## src/hw/rtl/seeded_prng_zero_streak_search_macros.svh

```systemverilog
// Assertion macros shared by the zero-streak search modules.
`ifndef SEEDED_PRNG_ZERO_STREAK_SEARCH_MACROS_SVH
`define SEEDED_PRNG_ZERO_STREAK_SEARCH_MACROS_SVH

// Same-cycle implication, sampled on clk and disabled during rst.
`define SZS_ASSERT_IMP(label, cond, prop) \
  label: assert property (@(posedge clk) disable iff (rst) (cond) |-> (prop)) \
    else $error("%m: assertion failed");

// Next-cycle implication, sampled on clk and disabled during rst.
`define SZS_ASSERT_NXT(label, cond, prop) \
  label: assert property (@(posedge clk) disable iff (rst) (cond) |=> (prop)) \
    else $error("%m: assertion failed");

`endif

```

## src/hw/rtl/szs_pkg.sv

```systemverilog
// Package with constants, command codes and interface structs of the zero-streak search.
package szs_pkg;

  localparam int SEED_W     = 64;
  localparam int BOUND_W    = 31;
  localparam int THRESH_W   = 11;
  localparam int STREAK_W   = 11;
  localparam int CFG_IDX_W  = 1;
  localparam int STEP_W     = 5;
  localparam int DIV_CNT_W  = 6;
  localparam int MAX_DRAWS_DEF = 1024;

  localparam logic [DIV_CNT_W-1:0] DIV_TOP   = DIV_CNT_W'(BOUND_W + 1);
  localparam logic [STEP_W-1:0]    SEED_LAST = 5'd16;

  localparam logic [BOUND_W-1:0]  BOUND_RST  = 31'd3;
  localparam logic [THRESH_W-1:0] THRESH_RST = 11'd19;

  localparam logic [63:0] K_GOLDEN  = 64'h9e3779b97f4a7c15;
  localparam logic [63:0] K_SILVER  = 64'h6a09e667f3bcc909;
  localparam logic [63:0] K_SALT_LO = 64'ha00e2b904f10208b;
  localparam logic [63:0] K_SALT_HI = 64'h61ced0c97606ee23;
  localparam logic [63:0] K_MIX_A   = 64'hbf58476d1ce4e5b9;
  localparam logic [63:0] K_MIX_B   = 64'h94d049bb133111eb;

  typedef enum logic [CFG_IDX_W-1:0] {
    REG_DRAW_BOUND       = 1'b0,
    REG_STREAK_THRESHOLD = 1'b1
  } cfg_reg_t;

  typedef enum logic [3:0] {
    OP_NOP,
    OP_LOAD,
    OP_XS30,
    OP_MUL0,
    OP_MUL1,
    OP_MUL2,
    OP_XS27,
    OP_FIN_LO,
    OP_FIN_HI,
    OP_DRAW,
    OP_CAPTURE,
    OP_DIV_START,
    OP_DIV_STEP
  } dp_op_t;

  typedef struct packed {
    dp_op_t op;
    logic   mix_b;
  } cmd_t;

  typedef struct packed {
    logic div_last;
    logic done;
    logic out_busy;
  } stat_t;

endpackage

```

## src/hw/rtl/szs_datapath.sv

```systemverilog
// Datapath: config registers, limit divider, seeding mixer, generator, draw judge and output word.
`include "seeded_prng_zero_streak_search_macros.svh"

module szs_datapath #(
  parameter int MAX_DRAWS = szs_pkg::MAX_DRAWS_DEF
) (
  input  logic                          clk,
  input  logic                          rst,
  input  szs_pkg::cmd_t                 cmd,
  output szs_pkg::stat_t                stat,
  input  logic                          wr_en,
  input  logic [szs_pkg::CFG_IDX_W-1:0] wr_index,
  input  logic [szs_pkg::BOUND_W-1:0]   wr_data,
  input  logic [szs_pkg::SEED_W-1:0]    seed_value,
  output logic                          out_valid,
  input  logic                          out_ready,
  output logic [szs_pkg::SEED_W-1:0]    seed_echo,
  output logic [szs_pkg::STREAK_W-1:0]  zero_streak,
  output logic                          hit,
  output logic                          saturated
);
  import szs_pkg::*;

  localparam int CNT_W = $clog2(MAX_DRAWS + 1);
  localparam logic [CNT_W-1:0] CNT_MAX = CNT_W'(MAX_DRAWS);

  logic [BOUND_W-1:0]   bound;
  logic [THRESH_W-1:0]  thresh;
  logic [BOUND_W-1:0]   rem;
  logic [DIV_CNT_W-1:0] dcnt;
  logic [63:0]          x;
  logic [63:0]          acc;
  logic [63:0]          lo;
  logic [63:0]          hi;
  logic [SEED_W-1:0]    seed_r;
  logic [31:0]          out32;
  logic                 s1_v;
  logic                 s2_v;
  logic [CNT_W-1:0]     streak;

  logic [63:0]      kconst;
  logic [31:0]      mul_a;
  logic [31:0]      mul_b;
  logic [63:0]      mul_p;
  logic [63:0]      mixed;
  logic [63:0]      gen_sum;
  logic [63:0]      gen_out;
  logic [63:0]      gen_t;
  logic [31:0]      div_r;
  logic [31:0]      div_r_next;
  logic             rejected;
  logic             nonzero;
  logic             judged_done;
  logic [CNT_W-1:0] streak_plus;
  logic [31:0]      streak_wide;

  assign kconst = cmd.mix_b ? K_MIX_B : K_MIX_A;

  always_comb begin
    case (cmd.op)
      OP_MUL1: begin
        mul_a = x[31:0];
        mul_b = kconst[63:32];
      end
      OP_MUL2: begin
        mul_a = x[63:32];
        mul_b = kconst[31:0];
      end
      OP_DRAW: begin
        mul_a = out32;
        mul_b = {1'b0, bound};
      end
      default: begin
        mul_a = x[31:0];
        mul_b = kconst[31:0];
      end
    endcase
  end

  assign mul_p   = 64'(mul_a) * 64'(mul_b);
  assign mixed   = acc ^ (acc >> 31);
  assign gen_sum = lo + hi;
  assign gen_out = {gen_sum[46:0], gen_sum[63:47]} + lo;
  assign gen_t   = hi ^ lo;

  assign div_r      = {rem, (dcnt == DIV_TOP)};
  assign div_r_next = (div_r >= {1'b0, bound}) ? (div_r - {1'b0, bound}) : div_r;

  assign rejected    = (bound != '0) && (acc[31:0] < {1'b0, rem});
  assign nonzero     = (acc[63:32] != 32'd0);
  assign streak_plus = streak + CNT_W'(1);
  assign judged_done = (cmd.op == OP_DRAW) && s2_v && !rejected &&
                       (nonzero || (streak_plus == CNT_MAX));
  assign streak_wide = 32'(streak);

  assign stat.div_last = (dcnt == '0);
  assign stat.done     = judged_done;
  assign stat.out_busy = out_valid && !out_ready;

  always_ff @(posedge clk) begin
    if (rst) begin
      bound     <= BOUND_RST;
      thresh    <= THRESH_RST;
      out_valid <= 1'b0;
      s1_v      <= 1'b0;
      s2_v      <= 1'b0;
      streak    <= '0;
      dcnt      <= '0;
    end else begin
      if (wr_en) begin
        unique case (wr_index)
          REG_DRAW_BOUND:       bound  <= wr_data;
          REG_STREAK_THRESHOLD: thresh <= wr_data[THRESH_W-1:0];
        endcase
      end
      if (out_valid && out_ready) begin
        out_valid <= 1'b0;
      end
      unique case (cmd.op)
        OP_NOP: begin
        end
        OP_LOAD: begin
          seed_r <= seed_value;
          x      <= seed_value ^ K_SILVER ^ K_SALT_LO;
          hi     <= ((seed_value ^ K_SILVER) + K_GOLDEN) ^ K_SALT_HI;
          streak <= '0;
          s1_v   <= 1'b0;
          s2_v   <= 1'b0;
        end
        OP_XS30: x <= x ^ (x >> 30);
        OP_MUL0: acc <= mul_p;
        OP_MUL1, OP_MUL2: acc <= acc + {mul_p[31:0], 32'd0};
        OP_XS27: x <= acc ^ (acc >> 27);
        OP_FIN_LO: begin
          lo <= mixed;
          x  <= hi ^ (hi >> 30);
        end
        OP_FIN_HI: hi <= mixed;
        OP_DRAW: begin
          out32 <= gen_out[31:0];
          lo    <= {lo[14:0], lo[63:15]} ^ gen_t ^ (gen_t << 21);
          hi    <= {gen_t[35:0], gen_t[63:36]};
          s1_v  <= 1'b1;
          acc   <= mul_p;
          s2_v  <= s1_v;
          if (s2_v && !rejected && !nonzero) begin
            streak <= streak_plus;
          end
        end
        OP_CAPTURE: begin
          seed_echo   <= seed_r;
          zero_streak <= streak_wide[STREAK_W-1:0];
          hit         <= (streak != '0) && (streak_wide >= 32'(thresh));
          saturated   <= (streak == CNT_MAX);
          out_valid   <= 1'b1;
        end
        OP_DIV_START: begin
          rem  <= '0;
          dcnt <= DIV_TOP;
        end
        OP_DIV_STEP: begin
          rem <= div_r_next[BOUND_W-1:0];
          if (dcnt != '0) begin
            dcnt <= dcnt - DIV_CNT_W'(1);
          end
        end
        default: begin
        end
      endcase
    end
  end

  `SZS_ASSERT_IMP(a_streak_in_range, 1'b1, streak <= CNT_MAX)
  `SZS_ASSERT_NXT(a_capture_fills_output, cmd.op == OP_CAPTURE, out_valid)
  `SZS_ASSERT_IMP(a_draw_pipe_order, s2_v, s1_v)

endmodule

```

## src/hw/rtl/szs_ctrl.sv

```systemverilog
// Controller state machine that sequences limit setup, seeding, drawing and output capture.
`include "seeded_prng_zero_streak_search_macros.svh"

module szs_ctrl (
  input  logic                          clk,
  input  logic                          rst,
  input  logic                          in_valid,
  output logic                          in_ready,
  input  logic                          wr_en,
  input  logic [szs_pkg::CFG_IDX_W-1:0] wr_index,
  input  szs_pkg::stat_t                stat,
  output szs_pkg::cmd_t                 cmd
);
  import szs_pkg::*;

  typedef enum logic [2:0] {
    ST_DIV_INIT,
    ST_DIV,
    ST_IDLE,
    ST_SEED,
    ST_DRAW,
    ST_FINISH
  } state_t;

  state_t            state;
  logic [STEP_W-1:0] step;
  logic              bound_wr;

  function automatic cmd_t seed_cmd(input logic [STEP_W-1:0] s);
    cmd_t c;
    c.mix_b = 1'b0;
    unique case (s)
      5'd0:  c.op = OP_XS30;
      5'd1:  c.op = OP_MUL0;
      5'd2:  c.op = OP_MUL1;
      5'd3:  c.op = OP_MUL2;
      5'd4:  c.op = OP_XS27;
      5'd5:  begin c.op = OP_MUL0; c.mix_b = 1'b1; end
      5'd6:  begin c.op = OP_MUL1; c.mix_b = 1'b1; end
      5'd7:  begin c.op = OP_MUL2; c.mix_b = 1'b1; end
      5'd8:  c.op = OP_FIN_LO;
      5'd9:  c.op = OP_MUL0;
      5'd10: c.op = OP_MUL1;
      5'd11: c.op = OP_MUL2;
      5'd12: c.op = OP_XS27;
      5'd13: begin c.op = OP_MUL0; c.mix_b = 1'b1; end
      5'd14: begin c.op = OP_MUL1; c.mix_b = 1'b1; end
      5'd15: begin c.op = OP_MUL2; c.mix_b = 1'b1; end
      5'd16: c.op = OP_FIN_HI;
      default: c.op = OP_NOP;
    endcase
    return c;
  endfunction

  assign bound_wr = wr_en && (wr_index == REG_DRAW_BOUND);
  assign in_ready = (state == ST_IDLE) && !bound_wr;

  always_comb begin
    cmd.op    = OP_NOP;
    cmd.mix_b = 1'b0;
    unique case (state)
      ST_DIV_INIT: cmd.op = OP_DIV_START;
      ST_DIV:      cmd.op = OP_DIV_STEP;
      ST_IDLE:     cmd.op = (in_valid && in_ready) ? OP_LOAD : OP_NOP;
      ST_SEED:     cmd = seed_cmd(step);
      ST_DRAW:     cmd.op = OP_DRAW;
      ST_FINISH:   cmd.op = stat.out_busy ? OP_NOP : OP_CAPTURE;
      default:     cmd.op = OP_NOP;
    endcase
  end

  always_ff @(posedge clk) begin
    if (rst) begin
      state <= ST_DIV_INIT;
      step  <= '0;
    end else if (bound_wr) begin
      state <= ST_DIV_INIT;
    end else begin
      unique case (state)
        ST_DIV_INIT: state <= ST_DIV;
        ST_DIV: begin
          if (stat.div_last) begin
            state <= ST_IDLE;
          end
        end
        ST_IDLE: begin
          if (in_valid) begin
            state <= ST_SEED;
            step  <= '0;
          end
        end
        ST_SEED: begin
          if (step == SEED_LAST) begin
            state <= ST_DRAW;
          end
          step <= step + STEP_W'(1);
        end
        ST_DRAW: begin
          if (stat.done) begin
            state <= ST_FINISH;
          end
        end
        ST_FINISH: begin
          if (!stat.out_busy) begin
            state <= ST_IDLE;
          end
        end
        default: state <= ST_DIV_INIT;
      endcase
    end
  end

  `SZS_ASSERT_NXT(a_accept_blocks_next, in_valid && in_ready, !in_ready)
  `SZS_ASSERT_NXT(a_bound_write_blocks_input, bound_wr, !in_ready)
  `SZS_ASSERT_IMP(a_capture_only_when_free, cmd.op == OP_CAPTURE, !stat.out_busy)

endmodule

```

## src/hw/rtl/seeded_prng_zero_streak_search.sv

```systemverilog
// Top level of the seeded xoroshiro128++ zero-streak search block.
// For each 64-bit seed word the block seeds a xoroshiro128++ generator, draws bounded
// integers below draw_bound by multiply-high with rejection, and returns one word with
// the seed, the count of zero draws before the first nonzero draw (saturating at
// MAX_DRAWS), a hit flag and a saturated flag. From acceptance to the output register a
// seed goes through seeding of the generator state through one shared 32x32 multiplier,
// the filling of the draw pipeline, then one draw per cycle counting rejected draws,
// and a capture that waits while the previous word is still held at the output.
// One seed is in flight at a time; the next is taken while the previous word waits at
// the output. After reset and after each write of draw_bound the block computes the
// rejection limit (2^32 mod draw_bound) one bit per cycle, and accepts no seed meanwhile.
`include "seeded_prng_zero_streak_search_macros.svh"

module seeded_prng_zero_streak_search #(
  parameter int MAX_DRAWS = szs_pkg::MAX_DRAWS_DEF
) (
  input  logic                          clk,
  input  logic                          rst,
  input  logic                          in_valid,
  output logic                          in_ready,
  input  logic [szs_pkg::SEED_W-1:0]    seed_value,
  output logic                          out_valid,
  input  logic                          out_ready,
  output logic [szs_pkg::SEED_W-1:0]    seed_echo,
  output logic [szs_pkg::STREAK_W-1:0]  zero_streak,
  output logic                          hit,
  output logic                          saturated,
  input  logic                          wr_en,
  input  logic [szs_pkg::CFG_IDX_W-1:0] wr_index,
  input  logic [szs_pkg::BOUND_W-1:0]   wr_data
);
  import szs_pkg::*;

  cmd_t  cmd;
  stat_t stat;

  szs_ctrl u_ctrl (
    .clk      (clk),
    .rst      (rst),
    .in_valid (in_valid),
    .in_ready (in_ready),
    .wr_en    (wr_en),
    .wr_index (wr_index),
    .stat     (stat),
    .cmd      (cmd)
  );

  szs_datapath #(
    .MAX_DRAWS (MAX_DRAWS)
  ) u_datapath (
    .clk         (clk),
    .rst         (rst),
    .cmd         (cmd),
    .stat        (stat),
    .wr_en       (wr_en),
    .wr_index    (wr_index),
    .wr_data     (wr_data),
    .seed_value  (seed_value),
    .out_valid   (out_valid),
    .out_ready   (out_ready),
    .seed_echo   (seed_echo),
    .zero_streak (zero_streak),
    .hit         (hit),
    .saturated   (saturated)
  );

endmodule

```

## config.mk

```make
export PLATFORM = sky130hd
export DESIGN_NAME = seeded_prng_zero_streak_search
export DESIGN_NICKNAME = d
export VERILOG_FILES = /design/src/hw/rtl/szs_pkg.sv /design/src/hw/rtl/szs_datapath.sv /design/src/hw/rtl/szs_ctrl.sv /design/src/hw/rtl/seeded_prng_zero_streak_search.sv
export VERILOG_INCLUDE_DIRS = /design/src /design/src/hw/rtl
export SDC_FILE = /design/constraint.sdc
export NUM_CORES = 2
export LEC_CHECK = 0
export CORE_MARGIN = 4
export CORE_UTILIZATION = 55
export CTS_BUF_LIST = sky130_fd_sc_hd__clkbuf_8
export CTS_CLUSTER_DIAMETER = 200
export DETAILED_ROUTE_END_ITERATION = 7
export DONT_BUFFER_PORTS = 1
export GPL_TIMING_DRIVEN = 0
export PLACE_DENSITY = 0.67
export RECOVER_POWER = 100
export SETUP_SLACK_MARGIN = 0.2
export SLEW_MARGIN = 10
export SYNTH_ARGS = -nofsm -noshare
export SYNTH_HDL_FRONTEND = slang
export SYNTH_SLANG_ARGS = --single-unit
```

## constraint.sdc

```tcl
create_clock -name clk -period 13.5 [get_ports clk]
set_clock_uncertainty 0.15 [all_clocks]
set_input_delay 0.675 -clock clk [delete_from_list [all_inputs] [get_ports clk]]
set_output_delay 0.675 -clock clk [all_outputs]
set_load 0.1 [all_outputs]
```

==> run_results.csv <==
group,metric,value,unit
synth,synth_cells,7205,
sta,whs,0.0209,ns
cts,clkLatencyLatePin,0.82,ns
sta,rsz0062_at_grt,"yes",
worst_setup_path,critPathTopFamily,"adder cells",
global_route,grt_max_degree,30,
synth,ys_types,101,
global_route,overflow,0,
synth,synth-edff-count,460,
final_layout,ff_latch_area,15200,sq um
sta,period_minus_slack,13.27,ns
sta,fmax,75.4,MHz
route,vias,59740,
worst_setup_path,cp.arrival,13.65,ns
synth,synth_seq_cells,530,
placement,place_ws,-0.781,ns
worst_hold_path,min-delay-start,"seed_value[41]",
worst_hold_path,hold_end,"u_datapath.hi[41]$_DFFE_PP_",
cts,cts.reportedPaths.clkPinSlew,0.07,ns
synth,synth_top_area_cell,"fa_1",
global_route,antenna_found_initial,20,
worst_hold_path,hold_class,"input port to flip-flop",
worst_setup_path,critPathMaxStageDelay,0.99,ns
final_layout,layout_common_cells,"inv_1, nand2_1, fa_1",
worst_setup_path,cpMaxStageDelayCell,"clkbuf_1",
sta,period_share,98.3,%
synth,ys.flop_type,"edfxtp_1",
placement,place_inst,8857,
synth,synth-async-reset-ratio,0,%
final_layout,nNetsFinal,8916,
worst_setup_path,worst_setup_path_start_kind,"flip-flop",
die,die-area,127000,sq um
worst_setup_path,end_kind,"flip-flop",
die,rows,127,
synth,netlist_top_cells_area,"fa_1, edfxtp_1, ha_1",
route,viasPerCell,6.53,
die,die_h,357,um
cts,clockBufferDepth,3,
placement,port_buffers,0,
run_status,outcome,"finished with violations",
synth,mappedNetlistArea,67000,sq um
sta,timing.final.ws_setup,0.230,ns
worst_setup_path,reg2reg_depth,35,
sta,hold_viol_final,0,
global_route,grt_first_pass_wirelength,420,mm
route,wl_per_cell,32.9,um
cts,numCtsBuffers,88,
route,detail_route.iter0.violations,9367,
placement,hpwlAfterDp,245,mm
cts,cts_root_buffer,"clkbuf_8",
sta,tightest_slew,2.40,ns
sta,fin_tns_setup,0,ns
placement,gp_congestion,1.09,
cts,h-tree-depth,3,
die,initial_utilization,55.6,%
final_layout,drive_gt1_share,5.12,%
worst_setup_path,timing.rr.start,"u_ctrl.state[2]$_SDFFE_PP0P_",
run_status,failed_checks,"DRC, capacitance limit, slew limit",
synth,syn-num-nets,8678,
die,ios,180,
worst_setup_path,cp_num_buf_inv,11,
worst_hold_path,min_path_cells,2,
die,core-area,120000,sq um
worst_setup_path,worstSetupPathType,"flip-flop to flip-flop",
sta,setup_viol,0,
worst_setup_path,reg2reg_to,"u_datapath.acc[63]$_DFFE_PP_",
global_route,grtUsageTotal,47.0,%
worst_setup_path,cp_max_fo,10,
sta,maxSlewHeadroom,-61.1,%
final_layout,nFillCells,10565,
route,firstDrtPassIters,8,
cts,cts_tree,"done",
worst_setup_path,crit_path_frequent_cell,"fa_1",
synth,synth.yosys.seq_area_share,22.7,%
worst_setup_path,ff2ff_setup_slack,0.23,ns
route,wirelength,301,mm
cts,cts.sinks,530,
synth,yosys_warnings,0,
die,die_w,357,um
job,maxCapViolations,11,
synth,synth_top_area_share,26.9,%
route,ant_nets,0,
worst_setup_path,crit_required,13.88,ns
synth,syn_avg_cell_area,9.29,sq um
final_layout,layout.cells.non_filler,9147,
final_layout,multi_input_area,46300,sq um
final_layout,final_common_cell,"inv_1",
route,drc_errors,11,
global_route,grt_pass1_vias,57592,
final_layout,area_growth,8.30,%
sta,drv_slew,237,
synthesized netlist by cell type (16+ instances only):
master and count:
ha_1 472, nor2b_1 45, o21ai_0 248, buf_2 129
a22oi_1 82, buf_4 17, a31oi_1 35, o211ai_1 21
nand2b_1 34, and3_1 33, xor2_1 254, o21bai_1 32
a21oi_1 360, edfxtp_1 460, a21o_1 142, nor3_1 65
nand2_1 930, and2_1 82, clkbuf_1 244, o31ai_1 17
nand4_1 52, inv_1 1019, a221oi_1 22, nand3_1 63
a211oi_1 47, o21a_1 35, xnor2_1 223, nor4_1 25
buf_1 16, a221oi_2 20, dfxtp_1 70, a221o_1 39
mux2i_1 20, nor2_1 687, fa_1 900, a22o_1 19
cell families (layout without fill, tap and decap cells):
logic type               Yosys count  after routing  synth area share (%)
AO/OA/AOI/OAI                   1281           1281                  13.1
XOR/XNOR                         477            477                  6.24
adder cells (fa/ha/maj)         1372           1372                  35.7
buffers and inverters           1435           1744                  8.47
flip-flops                       530            530                  22.7
multiplexers                      21             21                 0.316
other                              0             21                     0
AND/OR/NAND/NOR                 2089           2089                  13.4
timing repair:
item,in CTS,in global routing
setup endpoints to repair,14,13
cloned,0,0
resized for setup,7,27
buffers inserted,0,7
hold buffers,100,0
pin swaps,0,3
endpoints found under the hold margin,164,0
per-layer routing:
layer / GRT usage [%] / vias to the layer above / routed length (um)
li1: - / 24135 / -
met1: 62.4 / 29592 / 110000
met2: 64.8 / 4856 / 120000
met3: 18.8 / 1147 / 47500
met4: 27.3 / 10 / 23400
met5: 0.377 / - / 125
layout make-up:
class | instances | area share (%)
tap | 1612 | 2.78
multi-input combinational | 5240 | 63.9
clock inverter | 69 | 0.892
clock buffer | 92 | 1.75
sequential | 530 | 21.0
buffer | 414 | 2.51
timing repair buffer | 148 | 1.85
inverter | 1021 | 5.29
antenna | 21 | 0.0725
flip-flops by register name (all words and copies together), names as in the netlist, 3 cells and up:
signal / flops
u_datapath.seed_echo: 64
u_datapath.thresh: 11
u_datapath.out32: 32
u_datapath.bound: 31
u_ctrl.step: 5
u_datapath.x: 64
u_datapath.seed_r: 64
u_datapath.zero_streak: 11
u_ctrl.state: 3
u_datapath.lo: 64
u_datapath.rem: 31
u_datapath.hi: 64
u_datapath.acc: 64
u_datapath.dcnt: 6
u_datapath.streak: 11
worst max path at each step:
stage                                 startpoint  slack (ns)                           end  cells after the start
3_3_place_gp   u_datapath.out_valid$_SDFFE_PP0P_       -0.51  u_datapath.acc[63]$_DFFE_PP_                     42
6_report            u_ctrl.state[2]$_SDFFE_PP0P_        0.23  u_datapath.acc[63]$_DFFE_PP_                     35
2_1_floorplan  u_datapath.out_valid$_SDFFE_PP0P_        2.92  u_datapath.acc[63]$_DFFE_PP_                     42
3_5_place_dp   u_datapath.out_valid$_SDFFE_PP0P_       -0.78  u_datapath.acc[63]$_DFFE_PP_                     39
5_1_grt             u_ctrl.state[2]$_SDFFE_PP0P_        0.09  u_datapath.acc[63]$_DFFE_PP_                     41
4_1_cts        u_datapath.out_valid$_SDFFE_PP0P_        0.16  u_datapath.acc[63]$_DFFE_PP_                     40
per-stage QoR:
| stage | area [sq um] | util [%] |
|---|---|---|
| 2_1_floorplan | 67000 | - |
| 3_3_place_gp | 69000 | 57.3 |
| 3_5_place_dp | 69700 | 57.9 |
| 4_1_cts | 72600 | 60.3 |
| 5_1_grt | 72500 | 60.2 |
| 6_report | 72500 | 60.2 |
Power is not shown: default switching activity piles up to over one toggle a cycle in this logic, so the estimate is an artifact.
